## src/rtl/swtl_pkg.sv

```systemverilog
`timescale 1ns / 1ps
// ----------------------------------------------------------------------------
// swtl_pkg
// Types, constants and small helpers shared by the swing/twist limit fitter.
// ----------------------------------------------------------------------------
package swtl_pkg;

    // Field widths
    localparam int ANG_W   = 16;   // signed angle, 1/128 degree
    localparam int LIM_W   = 15;   // unsigned limit / config register
    localparam int Q_W     = 16;   // internal quaternion component
    localparam int MOP_W   = 33;   // multiplier operand
    localparam int PROD_W  = 64;   // registered product and swung-axis vector
    localparam int CX_W    = 34;   // CORDIC x / y
    localparam int Z_W     = 25;   // CORDIC angle, Q16 degrees
    localparam int STEP_W  = 5;
    localparam int CORDIC_STEPS = 23;

    // Angle unit: Q16 degrees rounded to the nearest 1/128 degree
    localparam int ANGLE_FRAC_BITS = 7;
    localparam int DEGQ_BITS       = 16;
    localparam int UNIT_SHIFT      = DEGQ_BITS - ANGLE_FRAC_BITS;

    localparam logic signed [17:0] HALF_TURN = 18'sd23040;
    localparam logic signed [17:0] FULL_TURN = 18'sd46080;
    localparam logic signed [Z_W-1:0] QUARTER_Q16 = 25'sd5898240;
    localparam logic signed [Z_W-1:0] HALF_Q16    = 25'sd11796480;
    localparam logic [19:0] TWIST_RATIO = 20'd1000000;

    // Configuration register indexes
    localparam logic [1:0] REG_MARGIN     = 2'd0;
    localparam logic [1:0] REG_MIN_EXTENT = 2'd1;
    localparam logic [1:0] REG_MAX_EXTENT = 2'd2;
    localparam logic [LIM_W-1:0] MAX_EXTENT_RST = 15'd23040;

    // Multiplier operations; each names its operands
    typedef enum logic [3:0] {
        MUL_NONE,
        MUL_WW,
        MUL_XX,
        MUL_YY,
        MUL_ZZ,
        MUL_YW,
        MUL_ZX,
        MUL_ZW,
        MUL_XY,
        MUL_TWR,
        MUL_SWSW,
        MUL_SYSY,
        MUL_SZSZ,
        MUL_SWSZ,
        MUL_SWSY
    } mul_op_t;

    typedef enum logic [1:0] {
        ATAN_TWIST,
        ATAN_SWING_Y,
        ATAN_SWING_Z
    } atan_sel_t;

    typedef enum logic [3:0] {
        C_IDLE,
        C_PROD,
        C_RATIO,
        C_GAP,
        C_SETUP,
        C_VPROD,
        C_VGAP,
        C_ATAN,
        C_ATAN_WAIT,
        C_FINISH
    } ctrl_state_t;

    typedef enum logic [1:0] {
        AT_IDLE,
        AT_NORM,
        AT_ITER
    } at_state_t;

    typedef struct packed {
        logic      load;
        mul_op_t   mul_op;
        logic      setup;
        logic      atan_start;
        logic      atan_cap;
        atan_sel_t atan_sel;
        logic      finish;
    } dp_cmd_t;

    typedef struct packed {
        logic twist_on;
        logic atan_done;
        logic out_busy;
    } dp_status_t;

    // CORDIC arc table, atan(2^-i) in Q16 degrees
    function automatic logic [21:0] arc_at(input logic [STEP_W-1:0] i);
        logic [21:0] r;
        case (i)
            5'd0:    r = 22'd2949120;
            5'd1:    r = 22'd1740967;
            5'd2:    r = 22'd919879;
            5'd3:    r = 22'd466945;
            5'd4:    r = 22'd234379;
            5'd5:    r = 22'd117304;
            5'd6:    r = 22'd58666;
            5'd7:    r = 22'd29335;
            5'd8:    r = 22'd14668;
            5'd9:    r = 22'd7334;
            5'd10:   r = 22'd3667;
            5'd11:   r = 22'd1833;
            5'd12:   r = 22'd917;
            5'd13:   r = 22'd458;
            5'd14:   r = 22'd229;
            5'd15:   r = 22'd115;
            5'd16:   r = 22'd57;
            5'd17:   r = 22'd29;
            5'd18:   r = 22'd14;
            5'd19:   r = 22'd7;
            5'd20:   r = 22'd4;
            5'd21:   r = 22'd2;
            5'd22:   r = 22'd1;
            default: r = 22'd0;
        endcase
        return r;
    endfunction

    // Fold first-quadrant angle into the quadrant of (x, y)
    function automatic logic signed [Z_W-1:0] at_adjust(
        input logic signed [Z_W-1:0] base,
        input logic                  xneg,
        input logic                  yneg
    );
        logic signed [Z_W-1:0] r;
        r = base;
        if (xneg)
            r = HALF_Q16 - r;
        if (yneg)
            r = -r;
        return r;
    endfunction

endpackage

```

## src/rtl/swtl_ctrl.sv

```systemverilog
`timescale 1ns / 1ps
// ----------------------------------------------------------------------------
// swtl_ctrl
// Sequencer: products, twist test, swing vector, two or three atan2 runs, write-out.
// ----------------------------------------------------------------------------
module swtl_ctrl (
    input  logic                   clk,
    input  logic                   rst_n,
    input  logic                   in_valid,
    output logic                   in_ready,
    input  swtl_pkg::dp_status_t   status,
    output swtl_pkg::dp_cmd_t      cmd
);
    import swtl_pkg::*;

    ctrl_state_t state_reg, state_next;
    logic [2:0]  step_reg, step_next;
    atan_sel_t   sel_reg, sel_next;

    always_ff @(posedge clk or negedge rst_n)
    begin
        if (!rst_n)
        begin
            state_reg <= C_IDLE;
            step_reg  <= '0;
            sel_reg   <= ATAN_TWIST;
        end
        else
        begin
            state_reg <= state_next;
            step_reg  <= step_next;
            sel_reg   <= sel_next;
        end
    end

    always_comb
    begin
        state_next     = state_reg;
        step_next      = step_reg;
        sel_next       = sel_reg;
        in_ready       = 1'b0;
        cmd.load       = 1'b0;
        cmd.mul_op     = MUL_NONE;
        cmd.setup      = 1'b0;
        cmd.atan_start = 1'b0;
        cmd.atan_cap   = 1'b0;
        cmd.atan_sel   = sel_reg;
        cmd.finish     = 1'b0;
        case (state_reg)
            C_IDLE:
            begin
                in_ready = 1'b1;
                if (in_valid)
                begin
                    cmd.load   = 1'b1;
                    step_next  = '0;
                    state_next = C_PROD;
                end
            end
            C_PROD:
            begin
                case (step_reg)
                    3'd0:    cmd.mul_op = MUL_WW;
                    3'd1:    cmd.mul_op = MUL_XX;
                    3'd2:    cmd.mul_op = MUL_YY;
                    3'd3:    cmd.mul_op = MUL_ZZ;
                    3'd4:    cmd.mul_op = MUL_YW;
                    3'd5:    cmd.mul_op = MUL_ZX;
                    3'd6:    cmd.mul_op = MUL_ZW;
                    default: cmd.mul_op = MUL_XY;
                endcase
                step_next = step_reg + 1'b1;
                if (step_reg == 3'd7)
                    state_next = C_RATIO;
            end
            C_RATIO:
            begin
                cmd.mul_op = MUL_TWR;
                state_next = C_GAP;
            end
            C_GAP:
                state_next = C_SETUP;
            C_SETUP:
            begin
                cmd.setup = 1'b1;
                step_next = '0;
                if (status.twist_on)
                begin
                    sel_next   = ATAN_TWIST;
                    state_next = C_VPROD;
                end
                else
                begin
                    sel_next   = ATAN_SWING_Y;
                    state_next = C_ATAN;
                end
            end
            C_VPROD:
            begin
                case (step_reg)
                    3'd0:    cmd.mul_op = MUL_SWSW;
                    3'd1:    cmd.mul_op = MUL_SYSY;
                    3'd2:    cmd.mul_op = MUL_SZSZ;
                    3'd3:    cmd.mul_op = MUL_SWSZ;
                    default: cmd.mul_op = MUL_SWSY;
                endcase
                step_next = step_reg + 1'b1;
                if (step_reg == 3'd4)
                    state_next = C_VGAP;
            end
            C_VGAP:
                state_next = C_ATAN;
            C_ATAN:
            begin
                cmd.atan_start = 1'b1;
                state_next     = C_ATAN_WAIT;
            end
            C_ATAN_WAIT:
            begin
                if (status.atan_done)
                begin
                    cmd.atan_cap = 1'b1;
                    case (sel_reg)
                        ATAN_TWIST:
                        begin
                            sel_next   = ATAN_SWING_Y;
                            state_next = C_ATAN;
                        end
                        ATAN_SWING_Y:
                        begin
                            sel_next   = ATAN_SWING_Z;
                            state_next = C_ATAN;
                        end
                        default: state_next = C_FINISH;
                    endcase
                end
            end
            C_FINISH:
            begin
                if (!status.out_busy)
                begin
                    cmd.finish = 1'b1;
                    state_next = C_IDLE;
                end
            end
            default: state_next = C_IDLE;
        endcase
    end

endmodule

```

## config.mk

```make
export PLATFORM = sky130hd
export DESIGN_NAME = swtl_ctrl
export DESIGN_NICKNAME = d
export VERILOG_FILES = /design/src/rtl/swtl_pkg.sv /design/src/rtl/swtl_ctrl.sv
export SDC_FILE = /design/constraint.sdc
export NUM_CORES = 1
export LEC_CHECK = 0
export ABC_CLOCK_PERIOD_IN_PS = 2200
export BUFFER_PORTS_ARGS = -buffer_cell sky130_fd_sc_hd__buf_2
export CAP_MARGIN = 20
export CORE_MARGIN = 2
export CORE_UTILIZATION = 46
export DETAILED_ROUTE_END_ITERATION = 12
export GPL_TIMING_DRIVEN = 0
export PLACE_DENSITY = 0.69
export SLEW_MARGIN = 5
export SYNTH_ARGS = -nofsm -noshare
export SYNTH_HDL_FRONTEND = slang
export SYNTH_SLANG_ARGS = --single-unit
```

## constraint.sdc

```tcl
create_clock -name clk -period 2.2 [get_ports clk]
set_input_delay 0.11 -clock clk [delete_from_list [all_inputs] [get_ports clk]]
set_output_delay 0.11 -clock clk [all_outputs]
set_load 0.005 [all_outputs]
```

---- Word level (Yosys, flattened, before mapping) ----
Index checks and enable logic that the tools add are counted.
storage, ports and cells
  memory bits (writable) .................. 0
  memories ................................ 0
  word-level logic and storage cells ...... 63
  input port bits ......................... 6
  latch bits .............................. 0
  output and inout port bits .............. 12
  bits in registers ....................... 9
  ROM bits ................................ 0
cells by class
  $mul .................................... 0
  shift-type cells ........................ 0
  add/subtract/negate cells ............... 1
  div/mod/pow operators ................... 0
  order comparisons ....................... 0
  multiplexer cells ....................... 26
  bitwise logic cells ..................... 0
  equality and inequality tests ........... 23
  reductions and logical operators ........ 10
operators with widths
  cell                                            count
  case mux 4 bit (10 select lines)                1
  case mux 4 bit (7 select lines)                 1
  two-way mux 4 bit                               6
  == test 4 x 3 -> 1 bit (second input constant)  4
  == test 3 bit (second input constant)           4
  case mux 3 bit (4 select lines)                 1
  case mux 4 bit (3 select lines)                 1
  two-way mux 1 bit                               10
  inequality test 2 bit (second input constant)   5
  case mux 3 bit (3 select lines)                 1
  == test 4 x 2 -> 1 bit (second input constant)  2
  == test 4 bit (second input constant)           2
  case mux 2 bit (2 select lines)                 2
  == test 3 x 2 -> 1 bit (second input constant)  2
  AND reduction 5 bit                             1
  == test 4 x 1 -> 1 bit (second input constant)  1
  zero test 4 bit                                 1
  two-way mux 2 bit                               2
  OR reduction 2 bit                              2
  adder 3 x 1 -> 3 bit (second input constant)    1
  == test 3 x 1 -> 1 bit (second input constant)  1
  zero test 3 bit                                 1
  two-way mux 3 bit                               1
  inequality test 3 bit (second input constant)   1
  other kinds (6)                                 6

---- Logic depth before layout (Yosys ltp) ----
Gate-level depths: netlist (run 1).
  depth in word-level cells ............... 5
  mapped depth ............................ 6
  depth with buffers taken out ............ 6

---- Worst setup path before layout (run 1) ----
OpenSTA, ideal clock, no wires.
  path type ............................... register to output
  start ................................... register step_reg[0]
  end ..................................... output port cmd[9] (netlist bit)
  data required time ...................... 2.090 ns
  setup slack ............................. 0.757 ns
  cell stages (with the launch flop) ...... 6
  data arrival time ....................... 1.333 ns
  cell sequence ........................... dfrtp_1 -> ha_1 -> ha_1 -> nor4_1 -> o21ai_0 -> a21oi_1
RTL lines
  item                    line             RTL
  start, declared         swtl_ctrl.sv:17  logic [2:0] step_reg, step_next;
  start signal, assigned  swtl_ctrl.sv:31  step_reg <= step_next;
  end, declared           swtl_ctrl.sv:12  output swtl_pkg::dp_cmd_t cmd

==> summary.txt, run 1 <==
Gr ovfl total -> 0
Mux cell area share after synthesis -> 6.91%
Adder-cell share of the synthesized area -> 9.22%
Sw Pwr -> 0.000636 W
Asr flop ratio synth -> 100%
Total Die Area -> 2120 um^2
Vias -> 765
Area growth from synthesis to layout -> 17.5%
Fin. max-slew vios -> 0
Crit path cell chain -> ha_1 > ha_1 > nor4_1 > o21ai_0 > a21oi_1 > buf_2
Max VDD drop -> 649 uV
Sequential power share -> 25.6%
All-Layer GR Usage -> 20.0%
Netlist Area Pre-Place -> 815 um^2
Final instance area -> 957 um^2
TritonCTS Buffers -> 3
Sum Neg Setup Slack -> 0 ns
Most frequent CP cell -> ha_1
RD Place Congestion -> 0.773
Clock Skew -> 0.0103 ns
Layout cell share with drive strength beyond 1 -> 28.7%
Yosys cell types -> 36
Layout Nets -> 128
Fill cell count -> 172
Leak Pwr -> 0.453 nW
Internal power component -> 0.000734 W
Crit path capture type -> output pin
First-pass GRT wire length -> 3.10 mm
Comb power frac -> 65.3%
Switching share of total power -> 46.4%
Synthesis-stage register bit count -> 9
Clock tree buffer depth -> 2
Syn Inst Count -> 93
Slowest-stage cell, CP -> dfrtp_1
Critical Path Fanout Max -> 4
Worst Path Required -> 2.09 ns
H-tree depth -> 1
DP Area -> 921 um^2
IO buf count -> 17
Initial antenna violation count -> 0
Period utilisation layout -> 87.0%
Worst Tran Pin Value -> 0.338 ns
Max reg flops -> 4
Fmax -> 0.522 GHz
Drt pass-1 iters -> 4
Root buffer cell -> clkbuf_4
Post-route ant nets -> 0
Crit path launch -> step_reg[0]
Vias in the first global route -> 731
Xor/xnor share of the synthesized area -> 0%
Largest net degree at the start of global routing -> 11
Row count -> 15
TritonCTS clock tree -> yes
Worst Reg-to-Reg Cells -> 4
Status -> finished clean
Avg WL per Cell -> 13.8 um
Clk sink count -> 9
Number of enable flip-flop cells after synthesis -> 0
Largest family of logic cells by synthesized area -> simple AND/OR/NAND/NOR gates
Commonest cells in the synthesized netlist -> 9 x dfrtp_1, 9 x nor2_1, 6 x a21oi_1, 6 x ha_1, 6 x inv_1
Drt drc -> 0
WL final -> 1.82 mm
Critical Path Max Stage Delay -> 0.42 ns
Post-DP HPWL -> 1.41 mm
Synth Area in Compound Gates -> 22.3%
Min-delay src -> status[2]
Reg-to-reg critical path endpoint -> sel_reg[0]
Synth top area share -> 27.6%
Slew margin rel. -> 77.4%
Register clock-pin slew on the reported worst setup and hold paths -> 0.06 ns
Worst Path Arrival -> 1.80 ns
Synth warn -> 0
Critical Path End -> cmd[9]
Seq/Total Area, Yosys -> 27.6%
Critical Path Start Type -> flip-flop
Ports -> 18
Worst skew pair latency -> 0.26 ns
R2r startpoint -> state_reg[0]
Post-synthesis simple-gate area fraction -> 26.4%
Max Cap Violations -> 0
Post-Syn Area per Cell -> 8.76 um^2
# diodes -> 0
Post-CTS Setup Repair Bufs -> 0
RSZ-0062 raised after global routing -> false
Critical path type -> reg -> out
Initial drt markers -> 21
Clk pwr share -> 9.1%
PD cells -> 1430 nW/um^2
Fin. Hold Viols -> 0
Chip width -> 46.1 um
Reg2reg setup slack -> 0.69 ns
Setup violations, final -> 0
Synth Flop Type -> dfrtp_1
Initial core utilization -> 48.2%
Syn nets -> 105
Avg Vias per Cell -> 5.80
DIE HEIGHT -> 46.1 um
Leading area contributor after synthesis -> dfrtp_1
Core region area -> 1690 um^2
Hold WC Path Type -> in -> reg
Post-route minimum period -> 1.91 ns
Largest cells by area after synthesis -> dfrtp_1 28%, ha_1 9.2%, nor2_1 4.1%
==> per-layer routing <==
metal / up-vias / track usage, % / wire (um)
li1: 380 / - / -
met1: 366 / 24.2 / 870
met2: 17 / 36.1 / 887
met3: 2 / 2.35 / 51
met4: 0 / 6.86 / 9
met5: - / 0 / 0
==> logic make-up (layout without fill, tap and decap cells) <==
kind of cell               after synthesis  after routing
and+or+nand+nor                         37             37
AOI/OAI and AO/OA                       25             25
buffers and inverters                   11             33
DFF                                      9              9
adders and majority gates                6              6
muxes                                    5              5
==> power by group through the flow <==
| stage | logic, W | registers, W | clock network, W |
|---|---|---|---|
| floorplan | 0.000669 | 0.000328 | 0 |
| global placement | 0.000874 | 0.000346 | 0 |
| detailed placement | 0.000884 | 0.000350 | 0 |
| CTS | 0.000892 | 0.000347 | 0.000128 |
| global route | 0.00100 | 0.000361 | 0.000138 |
| finish | 0.000895 | 0.000350 | 0.000125 |
==> critical path, delay by kind of cell, from the launching register on <==
kind	cells	cell delay, ns
compound gates	2	0.27
fa+ha+maj	2	0.48
buf+inv	1	0.13
flops	1	0.42
simple gates	1	0.26
==> placed cells by master (no fill, tap or decap), types with 3 or more instances in the layout <==
cell | synthesis | final
clkbuf_4 | 0 | 3
a21oi_1 | 6 | 6
o21ai_0 | 5 | 5
dfrtp_1 | 9 | 9
and2_1 | 3 | 3
nor3_1 | 5 | 5
ha_1 | 6 | 6
buf_2 | 1 | 18
mux2i_1 | 3 | 3
nand2b_1 | 5 | 5
nor2_1 | 9 | 9
inv_1 | 6 | 6
nand2_1 | 5 | 5
==> layout make-up <==
type                            count  area (um^2)  area share (%)
Inverter                            7         26.3            2.75
Timing Repair Buffer               18         95.1            9.93
Sequential cell                     9          225            23.5
Tap cell                           17         21.3            2.22
Multi-Input combinational cell     73          528            55.2
Clock buffer                        4         26.3            2.75
Buffer                              4         35.0            3.66
==> worst min-delay path by stage <==
stage | endpoint | cells after the start
after global placement | state_reg[2] | 1
after floorplan | sel_reg[0] | 0
after global routing | sel_reg[0] | 2
after CTS | sel_reg[0] | 2
after detailed placement | state_reg[3] | 1
final | sel_reg[0] | 2
==> stage by stage <==
step	hold slack, ns	setup WS, ns	util [%]	std cells	power, W
6_report	0.0622	0.285	56.7	132	0.00137
5_1_grt	0.0574	0.113	56.7	132	0.00150
4_1_cts	0.0607	0.282	56.7	132	0.00137
3_5_place_dp	-0.0250	0.566	54.5	127	0.00123
3_3_place_gp	-0.0270	0.601	54.5	127	0.00122
2_1_floorplan	-0.186	0.757	-	93	0.000997
==> repair_timing <==
action,CTS,global route
hold buffers,1,0
setup endpoints to repair,0,0
hold endpoints to repair,9,0
gates resized for setup,0,0
Note: power is estimated with default switching activity, not from simulation.
==> run 2: changes to the inputs <==
- ABC_AREA: unset -> 1
==> run 2 against run 1 <==
Effect of this change:
- non-clock buffer count decreased by 4
- sequential share of layout area fell by 0.36 points
- critical path depth up 1
- final cell count up 26%
==> summary.txt, run 2 <==
Status -> finished clean
Syn Inst Count -> 119
Fill cell count -> 169
PD cells -> 1230 nW/um^2
Asr flop ratio synth -> 100%
Row count -> 15
Synth Flop Type -> dfrtp_1
TritonCTS clock tree -> yes
Root buffer cell -> clkbuf_4
Post-DP HPWL -> 1.51 mm
Leading area contributor after synthesis -> dfrtp_1
Max Cap Violations -> 0
Hold_ws -> 0.176 ns
Vias in the first global route -> 679
DIE HEIGHT -> 46.2 um
IO buf count -> 17
Hold Path Depth -> 4
Post-route ant nets -> 0
Final WS setup -> 0.435 ns
TritonCTS Buffers -> 3
RSZ-0062 raised after global routing -> false
Critical Path Fanout Max -> 5
Total power -> 0.00120 W
Post-Syn Area per Cell -> 6.89 um^2
Initial core utilization -> 48.0%
Post-CTS Setup Repair Bufs -> 0
Fmax -> 0.566 GHz
Critical path type -> reg -> out
Worst Tran Pin Value -> 0.332 ns
Setup violations, final -> 0
Synth top area share -> 27.5%
Yosys cell types -> 20
Layout Nets -> 154
Gr ovfl total -> 0
Footprint of the multi-input gates -> 515 um^2
Total Die Area -> 2140 um^2
Dpl ws -> 0.723 ns
Count leader, synth -> nand2_1
WL final -> 1.73 mm
Post-cts resize count -> 0
Number of enable flip-flop cells after synthesis -> 0
Core region area -> 1710 um^2
Sum Neg Setup Slack -> 0 ns
WHS Endpoint -> sel_reg[0]
Ports -> 18
Post-route minimum period -> 1.77 ns
Critical Path Start Type -> flip-flop
Syn nets -> 131
Layout cell share with drive strength beyond 1 -> 26.2%
Drt pass-1 iters -> 4
Fin. max-slew vios -> 0
Max reg flops -> 4
R2r startpoint -> step_reg[0]
Area growth from synthesis to layout -> 18.6%
Max VDD drop -> 602 uV
Hold WC Path Type -> in -> reg
Register clock-pin slew on the reported worst setup and hold paths -> 0.06 ns
Fin. Hold Viols -> 0
Largest cells by area after synthesis -> dfrtp_1 27%, nand2_1 13%, ha_1 9.2%
Most frequent cells in the layout -> 29 x nand2_1, 18 x inv_1, 17 x buf_2, 10 x nor2_1, 9 x dfrtp_1
Worst Path Arrival -> 1.66 ns
Clk sink count -> 9
Netlist Area Pre-Place -> 820 um^2
Synth warn -> 0
Slew margin rel. -> 77.9%
RD Place Congestion -> 0.838
Synthesis-stage register bit count -> 9
DP Cell Count -> 161
Worst Path Required -> 2.09 ns
Initial antenna violation count -> 0
Initial drt markers -> 13
Worst skew pair latency -> 0.24 ns
Min-delay src -> status[2]
Non-Filler Instances -> 166
Worst Reg-to-Reg Cells -> 8
Leak Pwr -> 0.559 nW
First-pass GRT wire length -> 2.75 mm
H-tree depth -> 1
Reg2reg setup slack -> 0.84 ns
# diodes -> 0
Crit path capture type -> output pin
Most common cell after layout, fill and taps aside -> nand2_1
All-Layer GR Usage -> 17.9%
Chip width -> 46.2 um
Commonest cells in the synthesized netlist -> 29 x nand2_1, 18 x inv_1, 10 x nor2_1
Reg-to-reg critical path endpoint -> state_reg[0]
Avg Vias per Cell -> 4.92
Reg area -> 225 um^2
Seq/Total Area, Yosys -> 27.5%
Period utilisation layout -> 80.2%
Drt drc -> 0
Avg WL per Cell -> 10.4 um
Number of hold buffers added after cts -> 1
Clock tree buffer depth -> 2
Vias -> 816
Largest net degree at the start of global routing -> 10
Clock Skew -> 0.00607 ns
run 2: changes by cell type in the layout (fill, tap and decap cells not counted), moves of 3 or more:
cell | previous run | this run
and2_1 | 3 | 0
inv_1 | 6 | 18
mux2i_1 | 3 | 0
nand2_1 | 5 | 29
nand2b_1 | 5 | 0
nand3_1 | 2 | 8
nand3_2 | 0 | 4
nor2_4 | 0 | 5
nor3_1 | 5 | 2
o21ai_1 | 0 | 3
run 2: how the worst max path moves through the flow:
stage               slack [ns]        start  endpoint
detailed placement        0.72  step_reg[0]    cmd[8]
global route              0.29  step_reg[0]    cmd[8]
CTS                       0.44  step_reg[0]    cmd[8]
floorplan                 0.91  step_reg[0]    cmd[6]
global placement          0.74  step_reg[0]    cmd[8]
finish                    0.43  step_reg[0]    cmd[8]
run 2: cells by family (layout without fill, tap and decap cells):
family          Yosys count  after routing  share of synthesized area (%)
buf+inv                  21             43                           9.62
simple gates             65             65                           41.7
flops                     9              9                           27.5
fa+ha+maj                 6              6                           9.16
compound gates           18             18                           12.1
run 2: cell type report:
cell class / count / share of cell area, %
well taps: 25 / 3.22
inverters: 21 / 8.11
multi-input cells: 89 / 53.0
flip-flops and latches: 9 / 23.2
repair buffers: 18 / 9.78
clock buffers: 4 / 2.70
run 2: critical path, cell delays in order (launching register included):
cell,delay (ns)
dfrtp_1,0.42
ha_1,0.23
ha_1,0.21
a21oi_1,0.22
nand2_1,0.08
nand2_1,0.06
o21ai_0,0.06
buf_2,0.13
run 2: per-stage QoR:
stage / instance area [um^2] / utilization (%)
after floorplan: 820 / -
after global placement: 936 / 54.8
after detailed placement: 936 / 54.8
after CTS: 972 / 56.9
after global routing: 972 / 56.9
final: 972 / 56.9
run 2: report_power, final:
part           switching, W  internal [W]
clock             0.0000449     0.0000690
combinational      0.000479      0.000293
sequential        0.0000853      0.000226
run 2: metal layers:
metal	wire length, um	GRT usage [%]	share of wire [%]
met1	814	24.1	47
met2	809	28.6	47
met3	70	1.96	4.0
met4	37	8.00	2.1
met5	0	0	0
